==> config.mk <==
export PLATFORM = sky130hd
export DESIGN_NAME = qrs_sqrt_cell
export DESIGN_NICKNAME = d
export VERILOG_FILES = /design/src/hw/rtl/quadratic_root_solver_defines.svh /design/src/hw/rtl/qrs_sqrt_cell.sv
export SDC_FILE = /design/constraint.sdc
export NUM_CORES = 1
export LEC_CHECK = 0
export BUFFER_PORTS_ARGS = -buffer_cell sky130_fd_sc_hd__buf_2
export CAP_MARGIN = 25
export CORE_UTILIZATION = 40
export DETAILED_ROUTE_END_ITERATION = 10
export GPL_TIMING_DRIVEN = 0
export PLACE_DENSITY = 0.74
export SLEW_MARGIN = 20
export SYNTH_ARGS = -nofsm -noshare
export SYNTH_HDL_FRONTEND = slang
export SYNTH_SLANG_ARGS = --single-unit
export TNS_END_PERCENT = 5
==> constraint.sdc <==
create_clock -name clk_i -period 0.8 [get_ports clk_i]
set_clock_uncertainty 0.05 [all_clocks]
set_input_delay 0.04 -clock clk_i [delete_from_list [all_inputs] [get_ports clk_i]]
set_output_delay 0.04 -clock clk_i [all_outputs]
set_load 0.05 [all_outputs]
==> src/hw/rtl/quadratic_root_solver_defines.svh <==
// Assertion macros for the quadratic root solver.
// Both macros sample on the rising edge of clk_i and are off during reset.
`ifndef QUADRATIC_ROOT_SOLVER_DEFINES_SVH
`define QUADRATIC_ROOT_SOLVER_DEFINES_SVH
`ifndef SYNTH
`define QRS_ASSERT(lbl, prop) \
  lbl: assert property (@(posedge clk_i) disable iff (!rst_ni) (prop)) \
    else $error("qrs assertion failed");
`define QRS_ASSERT_NEVER(lbl, prop) \
  lbl: assert property (@(posedge clk_i) disable iff (!rst_ni) !(prop)) \
    else $error("qrs forbidden condition seen");
`else
`define QRS_ASSERT(lbl, prop)
`define QRS_ASSERT_NEVER(lbl, prop)
`endif
`endif

==> src/hw/rtl/qrs_sqrt_cell.sv <==
// One cell of the square root chain: settles one root bit per cell.
module qrs_sqrt_cell #(
  parameter int RAD_W  = 8,
  parameter int RT_W   = 4,
  parameter int IDX    = 0,
  parameter int SIDE_W = 1
) (
  input  logic              clk_i,
  input  logic              rst_ni,
  input  logic              en_i,
  input  logic              vld_i,
  input  logic [RAD_W-1:0]  rad_i,
  input  logic [RT_W-1:0]   root_i,
  input  logic [RT_W:0]     rem_i,
  input  logic [SIDE_W-1:0] side_i,
  output logic              vld_o,
  output logic [RAD_W-1:0]  rad_o,
  output logic [RT_W-1:0]   root_o,
  output logic [RT_W:0]     rem_o,
  output logic [SIDE_W-1:0] side_o
);

  localparam int Pos = RAD_W - 2 - 2 * IDX;

  logic              vld_q;
  logic [RAD_W-1:0]  rad_q;
  logic [RT_W-1:0]   root_q, root_d;
  logic [RT_W:0]     rem_q, rem_d;
  logic [SIDE_W-1:0] side_q;
  logic [RT_W+2:0]   rem_sh, trial, diff;
  logic              fit;

  // Bring down the next pair of radicand bits and try the new root bit.
  always_comb begin
    rem_sh = {rem_i, rad_i[Pos +: 2]};
    trial  = {1'b0, root_i, 2'b01};
    diff   = rem_sh - trial;
    fit    = (rem_sh >= trial);
    rem_d  = fit ? diff[RT_W:0] : rem_sh[RT_W:0];
    root_d = {root_i[RT_W-2:0], fit};
  end

  // Valid bit of the cell.
  always_ff @(posedge clk_i or negedge rst_ni) begin
    if (!rst_ni) begin
      vld_q <= 1'b0;
    end else if (en_i) begin
      vld_q <= vld_i;
    end
  end

  // Data held by the cell.
  always_ff @(posedge clk_i) begin
    if (en_i) begin
      rad_q  <= rad_i;
      root_q <= root_d;
      rem_q  <= rem_d;
      side_q <= side_i;
    end
  end

  assign vld_o  = vld_q;
  assign rad_o  = rad_q;
  assign root_o = root_q;
  assign rem_o  = rem_q;
  assign side_o = side_q;

endmodule

==> metrics.yaml, run 1 <==
clock_tree:
  htree_levels: 1
  cts_hold_buf: 14
  clkLatencyLatePin_ns: 0.28
  clock_path_buffers: 2
  cts_tree: "yes"
  numCtsBuffers: 3
  cts.sinks: 19
  clk_pin_slew_worst_paths_ns: 0.09
  cts-root-buf: "clkbuf_4"
synthesis:
  synth.distinct_cells: 17
  yosysWarnings: 0
  synthAdderAreaFrac_pct: 8.86
  netlist.area_leader.share_pct: 63.8
  synth_top_area_cell: "edfxtp_1"
  avgSynthCellArea_um2: 16.0
  syn_area_um2: 847
  synth_top_family_by_area: "adder cells"
  synthCells: 53
  ys_seq_area_share_pct: 66.8
  ys_seq_elements: 19
  synth_most_common_cell: "edfxtp_1"
  synth_area_leaders: "edfxtp_1 64%, ha_1 8.9%, mux2_2 5.3%, a2111oi_4 3.2%, inv_1 3.1%"
  synth-simple-area-share_pct: 4.87
  ys_top_cells_by_count: "18 x edfxtp_1, 7 x inv_1, 6 x ha_1"
  async_flop_share_pct: 5.26
  synth_xor_area_share_pct: 4.14
  synth_edf_count: 18
  ys.flop_type: "edfxtp_1"
  synthMuxAreaShare_pct: 6.50
  syn_nets: 81
  synth_compound_area_share_pct: 5.76
grt:
  gr-total-overflow: 0
  groute.usage.overall_pct: 15.1
  antenna_found_initial: 0
  grt_max_degree: 20
  grt_pass1_wl_um: 2330
  grt_pass1_vias: 548
placed_design:
  gp_congestion: 0.732
  dpl.cell_count: 120
  place_area_um2: 1160
  pre_cts_ws_ns: -1.25
  dp_hpwl_um: 1060
  io_buffers: 40
power:
  p_seq_share_pct: 46.2
  p_comb_share_pct: 36.7
  p_sw_uw: 860
  netSwitchingFraction_pct: 31.9
  clockPowerShare_pct: 17.1
  powerDensity_nw_per_um2: 1750
  ir_worst_vdd_mv: 0.835
  leakage_nw: 0.645
  p_int_mw: 1.84
  power_mw: 2.70
final_layout:
  num_antenna_cells: 0
  fin_cells: 142
  drive_gt1_share_pct: 57.4
  num-nets-final: 144
  areaGrowthSynthToFinish_pct: 81.7
  fin_area_um2: 1540
sta:
  hold_viol: 1
  period_needed_ns: 1.37
  report.final.slew_viol_count: 0
  setup_viol: 26
  slew-limit-headroom_pct: 73.0
  worstMarginPinSlew_ns: 0.405
  rsz0062_at_grt: "yes"
  timing.fmax_ghz: 0.732
  min_period_over_period_pct: 171
  holdWs_ns: -0.0598
  worst_slack_ns: -0.566
  setup-tns-final_ns: -5.62
floorplan:
  core_area_um2: 1980
  die_w_um: 48.0
  start_util_pct: 42.7
  die_area_um2: 2310
  ios: 41
  die_h_um: 48.0
  rows: 16
routing:
  drt_first_pass_iters: 2
  drtIter0Drc: 9
  num_vias: 638
  wl_per_cell_um: 11.8
  antenna_left: 0
  routed_wl_um: 1680
  viasPerCell: 4.49
  drc: 0
outcome:
  violations: "hold timing, setup timing"
  status: "complete, but fails checks"
setup_path:
  rr_worst_depth: 1
  setup.worst_path.end_class: "register"
  worstPathMaxFanout: 5
  crit_start: "root_i[2]"
  crit_type: "in2reg"
  regToRegSetupSlack_ns: -0.01
  startpoint_type: "input pin"
  cp.required_ns: 0.79
  cp.arrival_ns: 1.36
  r2r-end: "vld_o"
  r2r-start: "vld_o"
hold_path:
  min_delay_path_depth: 2
  min_to: "vld_o"
  worstHoldPathType: "in2reg"
  hold_start: "vld_i"
flow_run:
  drv_cap: 0
[critical path, stage by stage]
cell	delay (ns)
buf_8	0.10
inv_4	0.04
ha_4	0.20
a21o_4	0.20
a2111oi_4	0.27
buf_4	0.20
mux2_4	0.30
[cell usage in the layout, fill, tap and decap left out]
master          n
inv_8           1
xnor2_1         3
inv_4           1
ha_1            1
mux2_4          3
ha_4            5
clkinv_2        1
o21a_1          1
nor3_2          1
dlygate4sd3_1  14
xor2_1          1
edfxtp_1       18
clkbuf_4        4
inv_2           3
nor2_1          4
mux2i_1         1
buf_8           1
a21o_4          1
mux2_2          1
a21oi_1         1
nor4_4          1
nand4b_1        1
buf_4           4
dfrtp_1         1
buf_2          16
buf_6          22
nand2b_1        1
a2111oi_4       1
inv_1           2
[flip-flops by register name (all words and copies together), names as in the netlist]
signal  flops
rad_o       8
rem_o       5
root_o      4
side_o      1
vld_o       1
[routing by layer]
layer / GRT usage (%) / routed length, um / vias up
li1: - / - / 318
met1: 16.5 / 692 / 290
met2: 28.4 / 913 / 30
met3: 3.40 / 73 / 0
met4: 5.00 / 0 / 0
met5: 0 / 0 / -
[logic make-up (layout without fill, tap and decap cells)]
family          Yosys count  count (layout)
mux                       5               5
flops                    19              19
simple gates              8               8
buf+inv                   7              69
compound gates            4               4
xor+xnor                  4               4
fa+ha+maj                 6               6
[what timing repair did]
item	in CTS	in global routing
resized for setup	43	10
setup endpoints to repair	25	26
hold endpoints to repair	14	2
gates cloned	0	0
setup buffers	2	2
pin swaps	3	7
[power by group through the flow]
stage          clock network [mW]  logic (mW)  registers, mW
6_report                    0.461       0.991           1.25
2_1_floorplan                   0       0.220           1.59
4_1_cts                     0.476       0.959           1.25
3_3_place_gp                    0       0.753           1.24
3_5_place_dp                    0       0.765           1.25
5_1_grt                     0.508        1.05           1.26
[worst max path at each step]
stage	cells past startpoint	endpoint
3_3_place_gp	7	rem_o[2]
4_1_cts	7	rem_o[4]
3_5_place_dp	7	rem_o[2]
2_1_floorplan	4	rem_o[2]
5_1_grt	7	rem_o[4]
6_report	7	rem_o[4]
[stage by stage]
stage                     utilization [%]  hold slack, ns
final                                77.7         -0.0598
after global routing                 77.7         -0.0596
after CTS                            75.3         -0.0742
after detailed placement             58.6          -0.234
after global placement               58.6          -0.236
after floorplan                         -          -0.306
[final cells by class]
class                      instances  area, um^2
fill                             116         443
timing repair buffer              58         520
multi-input combinational         27         355
sequential                        19         566
clock buffer                       3        22.5
tap                               27        33.8
clock inverter                     1        5.00
inverter                           7        36.3
(Power assumes the default switching activity.)
==> inputs of run 2 (changes only) <==
Settings changed: CORE_UTILIZATION 40 to 44, PLACE_DENSITY 0.74 to 0.77.
Clock period 0.8 ns to 1.5 ns, I/O delays scaled along.
==> run 2 against run 1 <==
The flow now finishes without violations. Die area is 8.7% lower. Clock-buffer cell count stayed put. Register-to-register slack better by 0.69 ns. Combinational power is 53% lower. Critical endpoint is now rem_o[2]. Largest power group unchanged. Highest routed layer is now met4.
==> metrics.yaml, run 2 (synthesis gave the netlist of run 1 again) <==
outcome:
  status: "finished, final reports clean"
floorplan:
  core_area_um2: 1760
  die_area_um2: 2100
  rows: 15
  die_h_um: 45.9
  die_w_um: 45.9
  start_util_pct: 48.0
  ios: 41
final_layout:
  seq_area_um2: 566
  areaGrowthSynthToFinish_pct: 62.6
  largest_reg_flops: 8
  final_util_pct: 78.1
  fin_area_um2: 1380
  fin_cells: 139
  fillers: 109
  num_antenna_cells: 0
  layout_common_cells: "38 x buf_2, 18 x edfxtp_1, 14 x dlygate4sd3_1"
  multiInputGateArea_um2: 345
  num-nets-final: 143
  layout_commonest_cell: "buf_2"
  drive_gt1_share_pct: 54.4
setup_path:
  cp.required_ns: 1.49
  startpoint_type: "input pin"
  cp.arrival_ns: 1.43
  setup.worst_path.end_class: "register"
  worstPathMaxFanout: 6
  crit_type: "in2reg"
  rr_worst_depth: 1
sta:
  setup_viol: 0
  timing.fmax_ghz: 0.696
  period_needed_ns: 1.44
  holdWs_ns: 0.0386
  min_period_over_period_pct: 95.8
  hold_viol: 0
  worstMarginPinSlew_ns: 0.397
  setup-tns-final_ns: 0
  worst_slack_ns: 0.0634
  report.final.slew_viol_count: 0
  slew-limit-headroom_pct: 73.5
clock_tree:
  cts-root-buf: "clkbuf_4"
  clock_path_buffers: 2
  cts_tree: "yes"
  clk_pin_slew_worst_paths_ns: 0.09
  htree_levels: 1
  numCtsBuffers: 3
  cts.sinks: 19
  clkLatencyLatePin_ns: 0.28
grt:
  grt_max_degree: 20
  grt_pass1_vias: 586
  grt_pass1_wl_um: 2620
  gr-total-overflow: 0
  gr-usage-met3_pct: 1.59
  antenna_found_initial: 0
  met1_usage_pct: 21.3
  grt-busiest-layer: "met2"
  use_met2_pct: 33.2
  groute.usage.overall_pct: 18.1
placed_design:
  pre_cts_ws_ns: -0.565
  place_area_um2: 1160
  io_buffers: 40
  gp_congestion: 0.738
  dpl.cell_count: 118
  dp_hpwl_um: 1150
flow_run:
  drv_cap: 0
routing:
  antenna_left: 0
  drc: 0
  drt_first_pass_iters: 4
  viasPerCell: 4.65
  wl_per_cell_um: 13.5
  num_vias: 647
  drtIter0Drc: 9
  routed_wl_um: 1880
power:
  powerDensity_nw_per_um2: 989
  power_mw: 1.36
  ir_worst_vdd_mv: 0.506
  leakage_nw: 0.594
hold_path:
  worstHoldPathType: "in2async"
-- run 2: cell types whose count changed in the layout (fill, tap and decap cells not counted), sizes merged --
cell	change
clkbuf	-1
-- run 2: path summary, 6_finish.rpt --
| path | start | end | slack, ns |
|---|---|---|---|
| max reg2reg | vld_o | vld_o | 0.68 |
| max | rad_i[6] | rem_o[2] | 0.06 |
| min in group clk_i | rem_i[1] | rem_o[3] | 0.07 |
| min | rst_ni | vld_o | 0.04 |
| min reg2reg | vld_o | vld_o | 0.50 |
| max in group asynchronous | rst_ni | vld_o | 1.28 |
-- run 2: metal layers --
metal  routed length (um)  share of wire, %
met5                    0                 0
met1                  731                39
met4                   15              0.80
met3                   99               5.3
met2                 1030                55
-- run 2: timing repair --
action	CTS	global route
resized for setup	2	6
setup endpoints to repair	5	4
pin swaps	1	2
endpoints found under the hold margin	12	2
buffers inserted	3	0
hold buffers	12	2
-- run 2: layout make-up --
cell class | instances | area share, %
repair buffers | 57 | 27.0
well taps | 25 | 2.27
clock inverters | 1 | 0.363
inverters | 7 | 2.63
clock buffers | 3 | 1.63
multi-input cells | 27 | 25.1
flip-flops and latches | 19 | 41.1
-- run 2: critical path, cell delays in order --
cell and delay, ns:
buf_4 0.15, ha_4 0.16, nor4_4 0.26, nor3_2 0.10, a2111oi_4 0.18, buf_4 0.20, mux2_4 0.30
-- run 2: power by group --
group / total (mW) / switching [mW] / internal (mW) / leakage, nW
clock network: 0.245 / 0.146 / 0.0991 / 0.0177
registers: 0.655 / 0.0140 / 0.641 / 0.188
logic: 0.462 / 0.292 / 0.170 / 0.388
total: 1.36 / 0.452 / 0.911 / 0.594
