<file path="config.mk">
export PLATFORM = sky130hd
export DESIGN_NAME = qrs_div_cell
export DESIGN_NICKNAME = d
export VERILOG_FILES = /design/src/hw/rtl/quadratic_root_solver_defines.svh /design/src/hw/rtl/qrs_div_cell.sv
export SDC_FILE = /design/constraint.sdc
export NUM_CORES = 1
export LEC_CHECK = 0
export BUFFER_PORTS_ARGS = -buffer_cell sky130_fd_sc_hd__buf_2
export CAP_MARGIN = 30
export CORE_MARGIN = 10
export CORE_UTILIZATION = 45
export DETAILED_ROUTE_END_ITERATION = 8
export PLACE_DENSITY = 0.88
export SYNTH_ARGS = -nofsm -noshare
export SYNTH_HDL_FRONTEND = slang
export SYNTH_SLANG_ARGS = --single-unit
</file>
<file path="constraint.sdc">
create_clock -name clk_i -period 2.4 [get_ports clk_i]
set_clock_uncertainty 0.15 [all_clocks]
set_input_delay 0.48 -clock clk_i [delete_from_list [all_inputs] [get_ports clk_i]]
set_output_delay 0.48 -clock clk_i [all_outputs]
set_load 0.1 [all_outputs]
</file>
<file path="src/hw/rtl/quadratic_root_solver_defines.svh">
// Assertion macros for the quadratic root solver.
// Both macros sample on the rising edge of clk_i and are off during reset.
`ifndef QUADRATIC_ROOT_SOLVER_DEFINES_SVH
`define QUADRATIC_ROOT_SOLVER_DEFINES_SVH
`ifndef SYNTH
`define QRS_ASSERT(lbl, prop) \
  lbl: assert property (@(posedge clk_i) disable iff (!rst_ni) (prop)) \
    else $error("qrs assertion failed");
`define QRS_ASSERT_NEVER(lbl, prop) \
  lbl: assert property (@(posedge clk_i) disable iff (!rst_ni) !(prop)) \
    else $error("qrs forbidden condition seen");
`else
`define QRS_ASSERT(lbl, prop)
`define QRS_ASSERT_NEVER(lbl, prop)
`endif
`endif

</file>
<file path="src/hw/rtl/qrs_div_cell.sv">
// One cell of the divider chain: settles one quotient bit for both
// numerators, which share the divisor.
module qrs_div_cell #(
  parameter int NUM_W  = 8,
  parameter int DEN_W  = 4,
  parameter int IDX    = 0,
  parameter int SIDE_W = 1
) (
  input  logic              clk_i,
  input  logic              rst_ni,
  input  logic              en_i,
  input  logic              vld_i,
  input  logic [NUM_W-1:0]  num1_i,
  input  logic [NUM_W-1:0]  num2_i,
  input  logic [DEN_W-1:0]  den_i,
  input  logic [NUM_W-1:0]  quo1_i,
  input  logic [NUM_W-1:0]  quo2_i,
  input  logic [DEN_W-1:0]  rem1_i,
  input  logic [DEN_W-1:0]  rem2_i,
  input  logic [SIDE_W-1:0] side_i,
  output logic              vld_o,
  output logic [NUM_W-1:0]  num1_o,
  output logic [NUM_W-1:0]  num2_o,
  output logic [DEN_W-1:0]  den_o,
  output logic [NUM_W-1:0]  quo1_o,
  output logic [NUM_W-1:0]  quo2_o,
  output logic [DEN_W-1:0]  rem1_o,
  output logic [DEN_W-1:0]  rem2_o,
  output logic [SIDE_W-1:0] side_o
);

  localparam int Pos = NUM_W - 1 - IDX;

  logic              vld_q;
  logic [NUM_W-1:0]  num1_q, num2_q, quo1_q, quo2_q, quo1_d, quo2_d;
  logic [DEN_W-1:0]  den_q, rem1_q, rem2_q, rem1_d, rem2_d;
  logic [SIDE_W-1:0] side_q;
  logic [DEN_W:0]    rs1, rs2, df1, df2, den_x;
  logic              ge1, ge2;

  // Shift in the next numerator bit and subtract the divisor where it fits.
  always_comb begin
    den_x  = {1'b0, den_i};
    rs1    = {rem1_i, num1_i[Pos]};
    rs2    = {rem2_i, num2_i[Pos]};
    df1    = rs1 - den_x;
    df2    = rs2 - den_x;
    ge1    = (rs1 >= den_x);
    ge2    = (rs2 >= den_x);
    rem1_d = ge1 ? df1[DEN_W-1:0] : rs1[DEN_W-1:0];
    rem2_d = ge2 ? df2[DEN_W-1:0] : rs2[DEN_W-1:0];
    quo1_d = {quo1_i[NUM_W-2:0], ge1};
    quo2_d = {quo2_i[NUM_W-2:0], ge2};
  end

  // Valid bit of the cell.
  always_ff @(posedge clk_i or negedge rst_ni) begin
    if (!rst_ni) begin
      vld_q <= 1'b0;
    end else if (en_i) begin
      vld_q <= vld_i;
    end
  end

  // Data held by the cell.
  always_ff @(posedge clk_i) begin
    if (en_i) begin
      num1_q <= num1_i;
      num2_q <= num2_i;
      den_q  <= den_i;
      quo1_q <= quo1_d;
      quo2_q <= quo2_d;
      rem1_q <= rem1_d;
      rem2_q <= rem2_d;
      side_q <= side_i;
    end
  end

  assign vld_o  = vld_q;
  assign num1_o = num1_q;
  assign num2_o = num2_q;
  assign den_o  = den_q;
  assign quo1_o = quo1_q;
  assign quo2_o = quo2_q;
  assign rem1_o = rem1_q;
  assign rem2_o = rem2_q;
  assign side_o = side_q;

endmodule

</file>
==> flow_summary.json, run 1 <==
{
  "max_freq_mhz": 552,
  "hp-class": "in -> reg",
  "startpoint": "den_i[1]",
  "cts_tree": "yes",
  "crit_required_ns": 2.29,
  "layout-drive-gt1-share_pct": 53.7,
  "setup_viol": 0,
  "fin_ws_ns": 0.589,
  "grt_pass1_vias": 1283,
  "cts.clk_slew.worst_paths_ns": 0.08,
  "vias": 1190,
  "gp_congestion": 0.771,
  "fill_cells": 288,
  "dp_slack_ns": 0.258,
  "maxCapViolations": 0,
  "drc_errors": 0,
  "finalWirelength_um": 4400,
  "grt_pass1_wl_um": 6930,
  "yosys.area.top_type_share_pct": 75.4,
  "cts_max_path_buffers": 2,
  "antenna_cells": 0,
  "routed_via_density": 4.74,
  "yosysWarnings": 0,
  "hpwl_um": 3680,
  "syn_nets": 159,
  "ant_nets": 0,
  "path_class": "in -> reg",
  "cts_buffers": 5,
  "cp.arrival_ns": 1.70,
  "syn_inst": 100,
  "fin_cells": 251,
  "synth_area_leaders": "edfxtp_1 (75%), ha_1 (5.6%), fa_1 (2.2%), mux2i_1 (2.2%), inv_1 (1.9%)",
  "netlist_area_um2": 1790,
  "p_per_area_nw_per_um2": 900,
  "ys_types": 18,
  "grt_antenna_before_repair": 0,
  "cts_sinks": 46,
  "htree_num_levels": 2,
  "critPathMaxFanout": 4,
  "nets": 261,
  "fin_crit_sh_pct": 75.5,
  "finalSetupTns_ns": 0,
  "syn_to_final_growth_pct": 36.2,
  "wl_per_cell_um": 17.5,
  "dr.pass1.iters": 4,
  "yosysSeqAreaShare_pct": 76.8,
  "relSlewSlack_pct": 66.2,
  "track_usage_pct": 12.5,
  "min-delay-start": "num2_i[4]",
  "core_area_um2": 3740,
  "grt-ovfl-total": 0,
  "root_buffer": "clkbuf_8",
  "placed_cells": 242,
  "die_area_um2": 6910,
  "min_period_ns": 1.81,
  "num_rows": 22,
  "die_y_um": 83.1,
  "postCtsSetupRepairBufs": 0,
  "hold_viol": 0,
  "clk_latency_ns": 0.28,
  "initial_utilization_pct": 47.9,
  "rsz0062_at_grt": "no",
  "r2r_start": "vld_o",
  "grt_max_degree": 19,
  "ys_ff_latch": 46,
  "post-synth-top-area-cell": "edfxtp_1",
  "critPathCaptureType": "flop",
  "worstSetupStartpointType": "primary input",
  "post_synth.cell_area_avg_um2": 17.9,
  "power_leakage_nw": 1.08,
  "first_iter_violations": 94,
  "tightestPinTransition_ns": 0.511,
  "port_buffers": 92,
  "fp.dieW_um": 83.1,
  "ios": 95,
  "peakVddDrop_mv": 0.429,
  "status": "completed",
  "slew_violations": 0
}
[power by group]
group	internal (mW)	switching (mW)
Clock	0.205	0.249
Sequential	0.966	0.0164
Combinational	0.126	0.636
Total	1.30	0.900
[per-stage QoR]
step	utilization (%)	cell area [µm²]	hold slack (ns)	power (mW)
after floorplan	-	1790	0.0344	1.62
after global placement	62.5	2340	0.106	1.75
after detailed placement	62.5	2340	0.105	1.77
after CTS	65.2	2440	0.204	2.22
after global routing	65.2	2440	0.192	2.29
final	65.2	2440	0.214	2.20
[state kept, by name, indices dropped and copies added (netlist names)]
name and flops:
num1_o 8, side_o 1, rem1_o 4, den_o 4, vld_o 1, num2_o 8, quo2_o 8, rem2_o 4
quo1_o 8
[logic make-up after synthesis]
| family | after synthesis | synth area share, % |
|---|---|---|
| DFF | 46 | 76.8 |
| buffers and inverters | 9 | 1.89 |
| muxes | 7 | 4.54 |
| adders and majority gates | 10 | 7.82 |
| xor gates and xnor gates | 2 | 0.978 |
| AOI/OAI and AO/OA | 6 | 2.10 |
| and+or+nand+nor | 20 | 5.87 |
[cells in the mapped netlist, drive strengths merged]
library cell,number
o21ai,2
nand2b,2
nand2,2
ha,8
nor2,10
a21oi,4
edfxtp,45
xnor2,2
mux2i,4
dfrtp,1
inv,9
mux2,3
nor3,4
nand4,2
fa,2
[worst max-delay path: stages]
cell and delay, ns:
buf_2 0.14, inv_1 0.08, ha_1 0.31, nand4_1 0.10, nand2_1 0.10, nor2_4 0.18, mux2_4 0.31
[placed cells by master (no fill, tap or decap), types with 4 or more instances in the layout]
cell       n
nor3_1     4
ha_1       8
nor2_1     8
clkbuf_8   5
edfxtp_1  45
buf_2     92
mux2i_1    4
inv_1      9
[worst paths after layout]
path / end / slack, ns / depth (start not counted)
worst max-delay path: rem1_o[2] / 0.59 / 7
worst min-delay path: num2_o[4] / 0.21 / 1
worst max register to register: vld_o / 1.50 / 1
worst min register to register: vld_o / 0.37 / 1
max in group asynchronous: vld_o / 1.68 / 2
min in group asynchronous: vld_o / 0.34 / 2
[final cells by class]
class	count	area, µm²	share of cell area, %
Clock inverter	3	21.3	0.872
Timing Repair Buffer	95	498	20.4
Sequential cell	46	1380	56.4
Inverter	9	33.8	1.38
Multi-Input combinational cell	45	382	15.6
Tap cell	48	60.1	2.46
Clock buffer	5	68.8	2.82
[what timing repair did]
action | 4_1_cts | 5_1_grt
resized for setup | 0 | 0
hold buffers | 1 | 0
endpoints found under the hold margin | 1 | 0
[per-layer routing]
metal / track usage (%) / up-vias / share of wire [%]
met2: 20.5 / 69 / 46
met3: 6.74 / 2 / 11
met5: 0 / - / 0
met4: 3.69 / 0 / 0.82
li1: - / 569 / -
met1: 13.7 / 550 / 42
Power figures use the tool's default switching activity.
==> run 2, diff against run 1 <==
Settings changed: CORE_UTILIZATION 45 to 40, PLACE_DENSITY 0.88 to 0.83.
Clock period 2.4 ns to 1.5 ns, I/O delays scaled along.
==> run 2 against run 1 <==
Sequential cell count is the same. Clock power rose by 100%. Routed wire length grew 47%.
==> flow_summary.json, run 2 (synthesized netlist as in run 1, its figures left out) <==
{
  "hp-class": "in -> reg",
  "postPlaceCellArea_um2": 3170,
  "vias": 1372,
  "fin_ws_ns": 0.00221,
  "power_leakage_nw": 1.45,
  "drc_errors": 0,
  "root_buffer": "clkbuf_8",
  "htree_num_levels": 2,
  "layout-drive-gt1-share_pct": 68.5,
  "min-delay-start": "num1_i[1]",
  "die_y_um": 86.9,
  "ios": 95,
  "grt_pass1_wl_um": 9170,
  "initial_utilization_pct": 41.1,
  "p_per_area_nw_per_um2": 1240,
  "wl_per_cell_um": 23.7,
  "cts_buffers": 5,
  "first_iter_violations": 43,
  "finalSetupTns_ns": 0,
  "tightestPinTransition_ns": 0.278,
  "relSlewSlack_pct": 81.3,
  "min_period_ns": 1.50,
  "rsz0062_at_grt": "yes",
  "grt_max_degree": 33,
  "track_usage_pct": 16.5,
  "grt_pass1_vias": 1454,
  "power.total_mw": 4.31,
  "final_util_pct": 79.7,
  "worst_r2r_endpoint": "vld_o",
  "maxCapViolations": 0,
  "dr.pass1.iters": 4,
  "worstSetupStartpointType": "primary input",
  "syn_to_final_growth_pct": 93.7,
  "critPathMaxFanout": 2,
  "fin_cells": 274,
  "fin_area_um2": 3470,
  "max_freq_mhz": 668,
  "cp.arrival_ns": 1.40,
  "die_area_um2": 7560,
  "clk_latency_ns": 0.30,
  "grt-ovfl-total": 0,
  "grt_antenna_before_repair": 0,
  "r2r_slack_ns": 0.55,
  "dp_slack_ns": -0.382,
  "worst_r2r_path_depth": 1,
  "cts.clk_slew.worst_paths_ns": 0.08,
  "finalWirelength_um": 6490,
  "status": "completed",
  "mostFrequentLayoutCell": "buf_12",
  "nets": 280,
  "r2r_start": "vld_o",
  "crit_required_ns": 1.40,
  "slew_violations": 0,
  "path_class": "in -> reg",
  "gp_congestion": 0.734,
  "routed_via_density": 5.01,
  "port_buffers": 92,
  "placed_cells": 259,
  "core_area_um2": 4350,
  "fp.dieW_um": 86.9,
  "antenna_cells": 0,
  "fin_crit_sh_pct": 99.9,
  "cts_sinks": 46,
  "min_to": "num1_o[1]",
  "num_rows": 24,
  "cts_max_path_buffers": 2,
  "setup_viol": 0,
  "cts_tree": "yes",
  "holdPathStages": 1,
  "hpwl_um": 5010,
  "ant_nets": 0,
  "final_cell_mix": "buf_12 (47), edfxtp_1 (45), buf_2 (42), buf_4 (19), ha_4 (7)",
  "peakVddDrop_mv": 0.674,
  "hold_ws_ns": 0.0211,
  "critPathCaptureType": "flop",
  "hold_viol": 0
}
==> run 2: cell types whose count changed in the layout (fill, tap and decap cells not counted), moves of 4 or more <==
| cell | change |
|---|---|
| buf_2 | -50 |
| buf_12 | +46 |
| buf_4 | +18 |
| ha_1 | -8 |
| ha_4 | +7 |
| buf_6 | +4 |
| inv_1 | -4 |
==> run 2: worst max-delay path by stage <==
stage / cells past startpoint / from / to / slack, ns
after floorplan: 6 / den_i[2] / rem2_o[2] / -0.20
after global placement: 7 / den_i[2] / rem2_o[2] / -0.32
after detailed placement: 6 / num2_i[7] / rem2_o[2] / -0.38
after CTS: 7 / den_i[3] / rem1_o[2] / -0.01
after global routing: 6 / num1_i[7] / rem1_o[2] / -0.01
final: 6 / num1_i[7] / rem1_o[2] / 0.002
==> run 2: power by group <==
group	switching (mW)	internal [mW]	leakage, nW	total (mW)
registers	0.0986	1.55	0.452	1.65
logic	1.10	0.652	0.944	1.75
clock network	0.416	0.491	0.0579	0.907
total	1.61	2.70	1.45	4.31
==> run 2: routing by layer <==
layer | part of all wire, % | wire (µm) | global-route usage (%)
met5 | 0 | 0 | 0
met3 | 13 | 868 | 8.33
met4 | 0.79 | 51 | 3.98
met1 | 39 | 2520 | 18.8
met2 | 47 | 3060 | 27.0
==> run 2: cell type report <==
cell class | instances | area, µm²
multi-input cells | 45 | 517
flip-flops and latches | 46 | 1380
clock inverters | 3 | 40.0
well taps | 52 | 65.1
clock buffers | 5 | 68.8
repair buffers | 114 | 1360
fillers | 197 | 883
inverters | 9 | 40.0
==> run 2: timing repair <==
item | 4_1_cts | 5_1_grt
endpoints found under the hold margin | 1 | 0
setup endpoints to repair | 6 | 7
resized for setup | 11 | 20
pin swaps | 9 | 11
hold buffers | 1 | 0
buffers inserted | 4 | 2
==> run 2: worst max-delay path, cell delays in order <==
cell     delay [ns]
buf_6          0.08
inv_2          0.04
ha_4           0.16
fa_2           0.41
xnor2_2        0.15
mux2_4         0.27
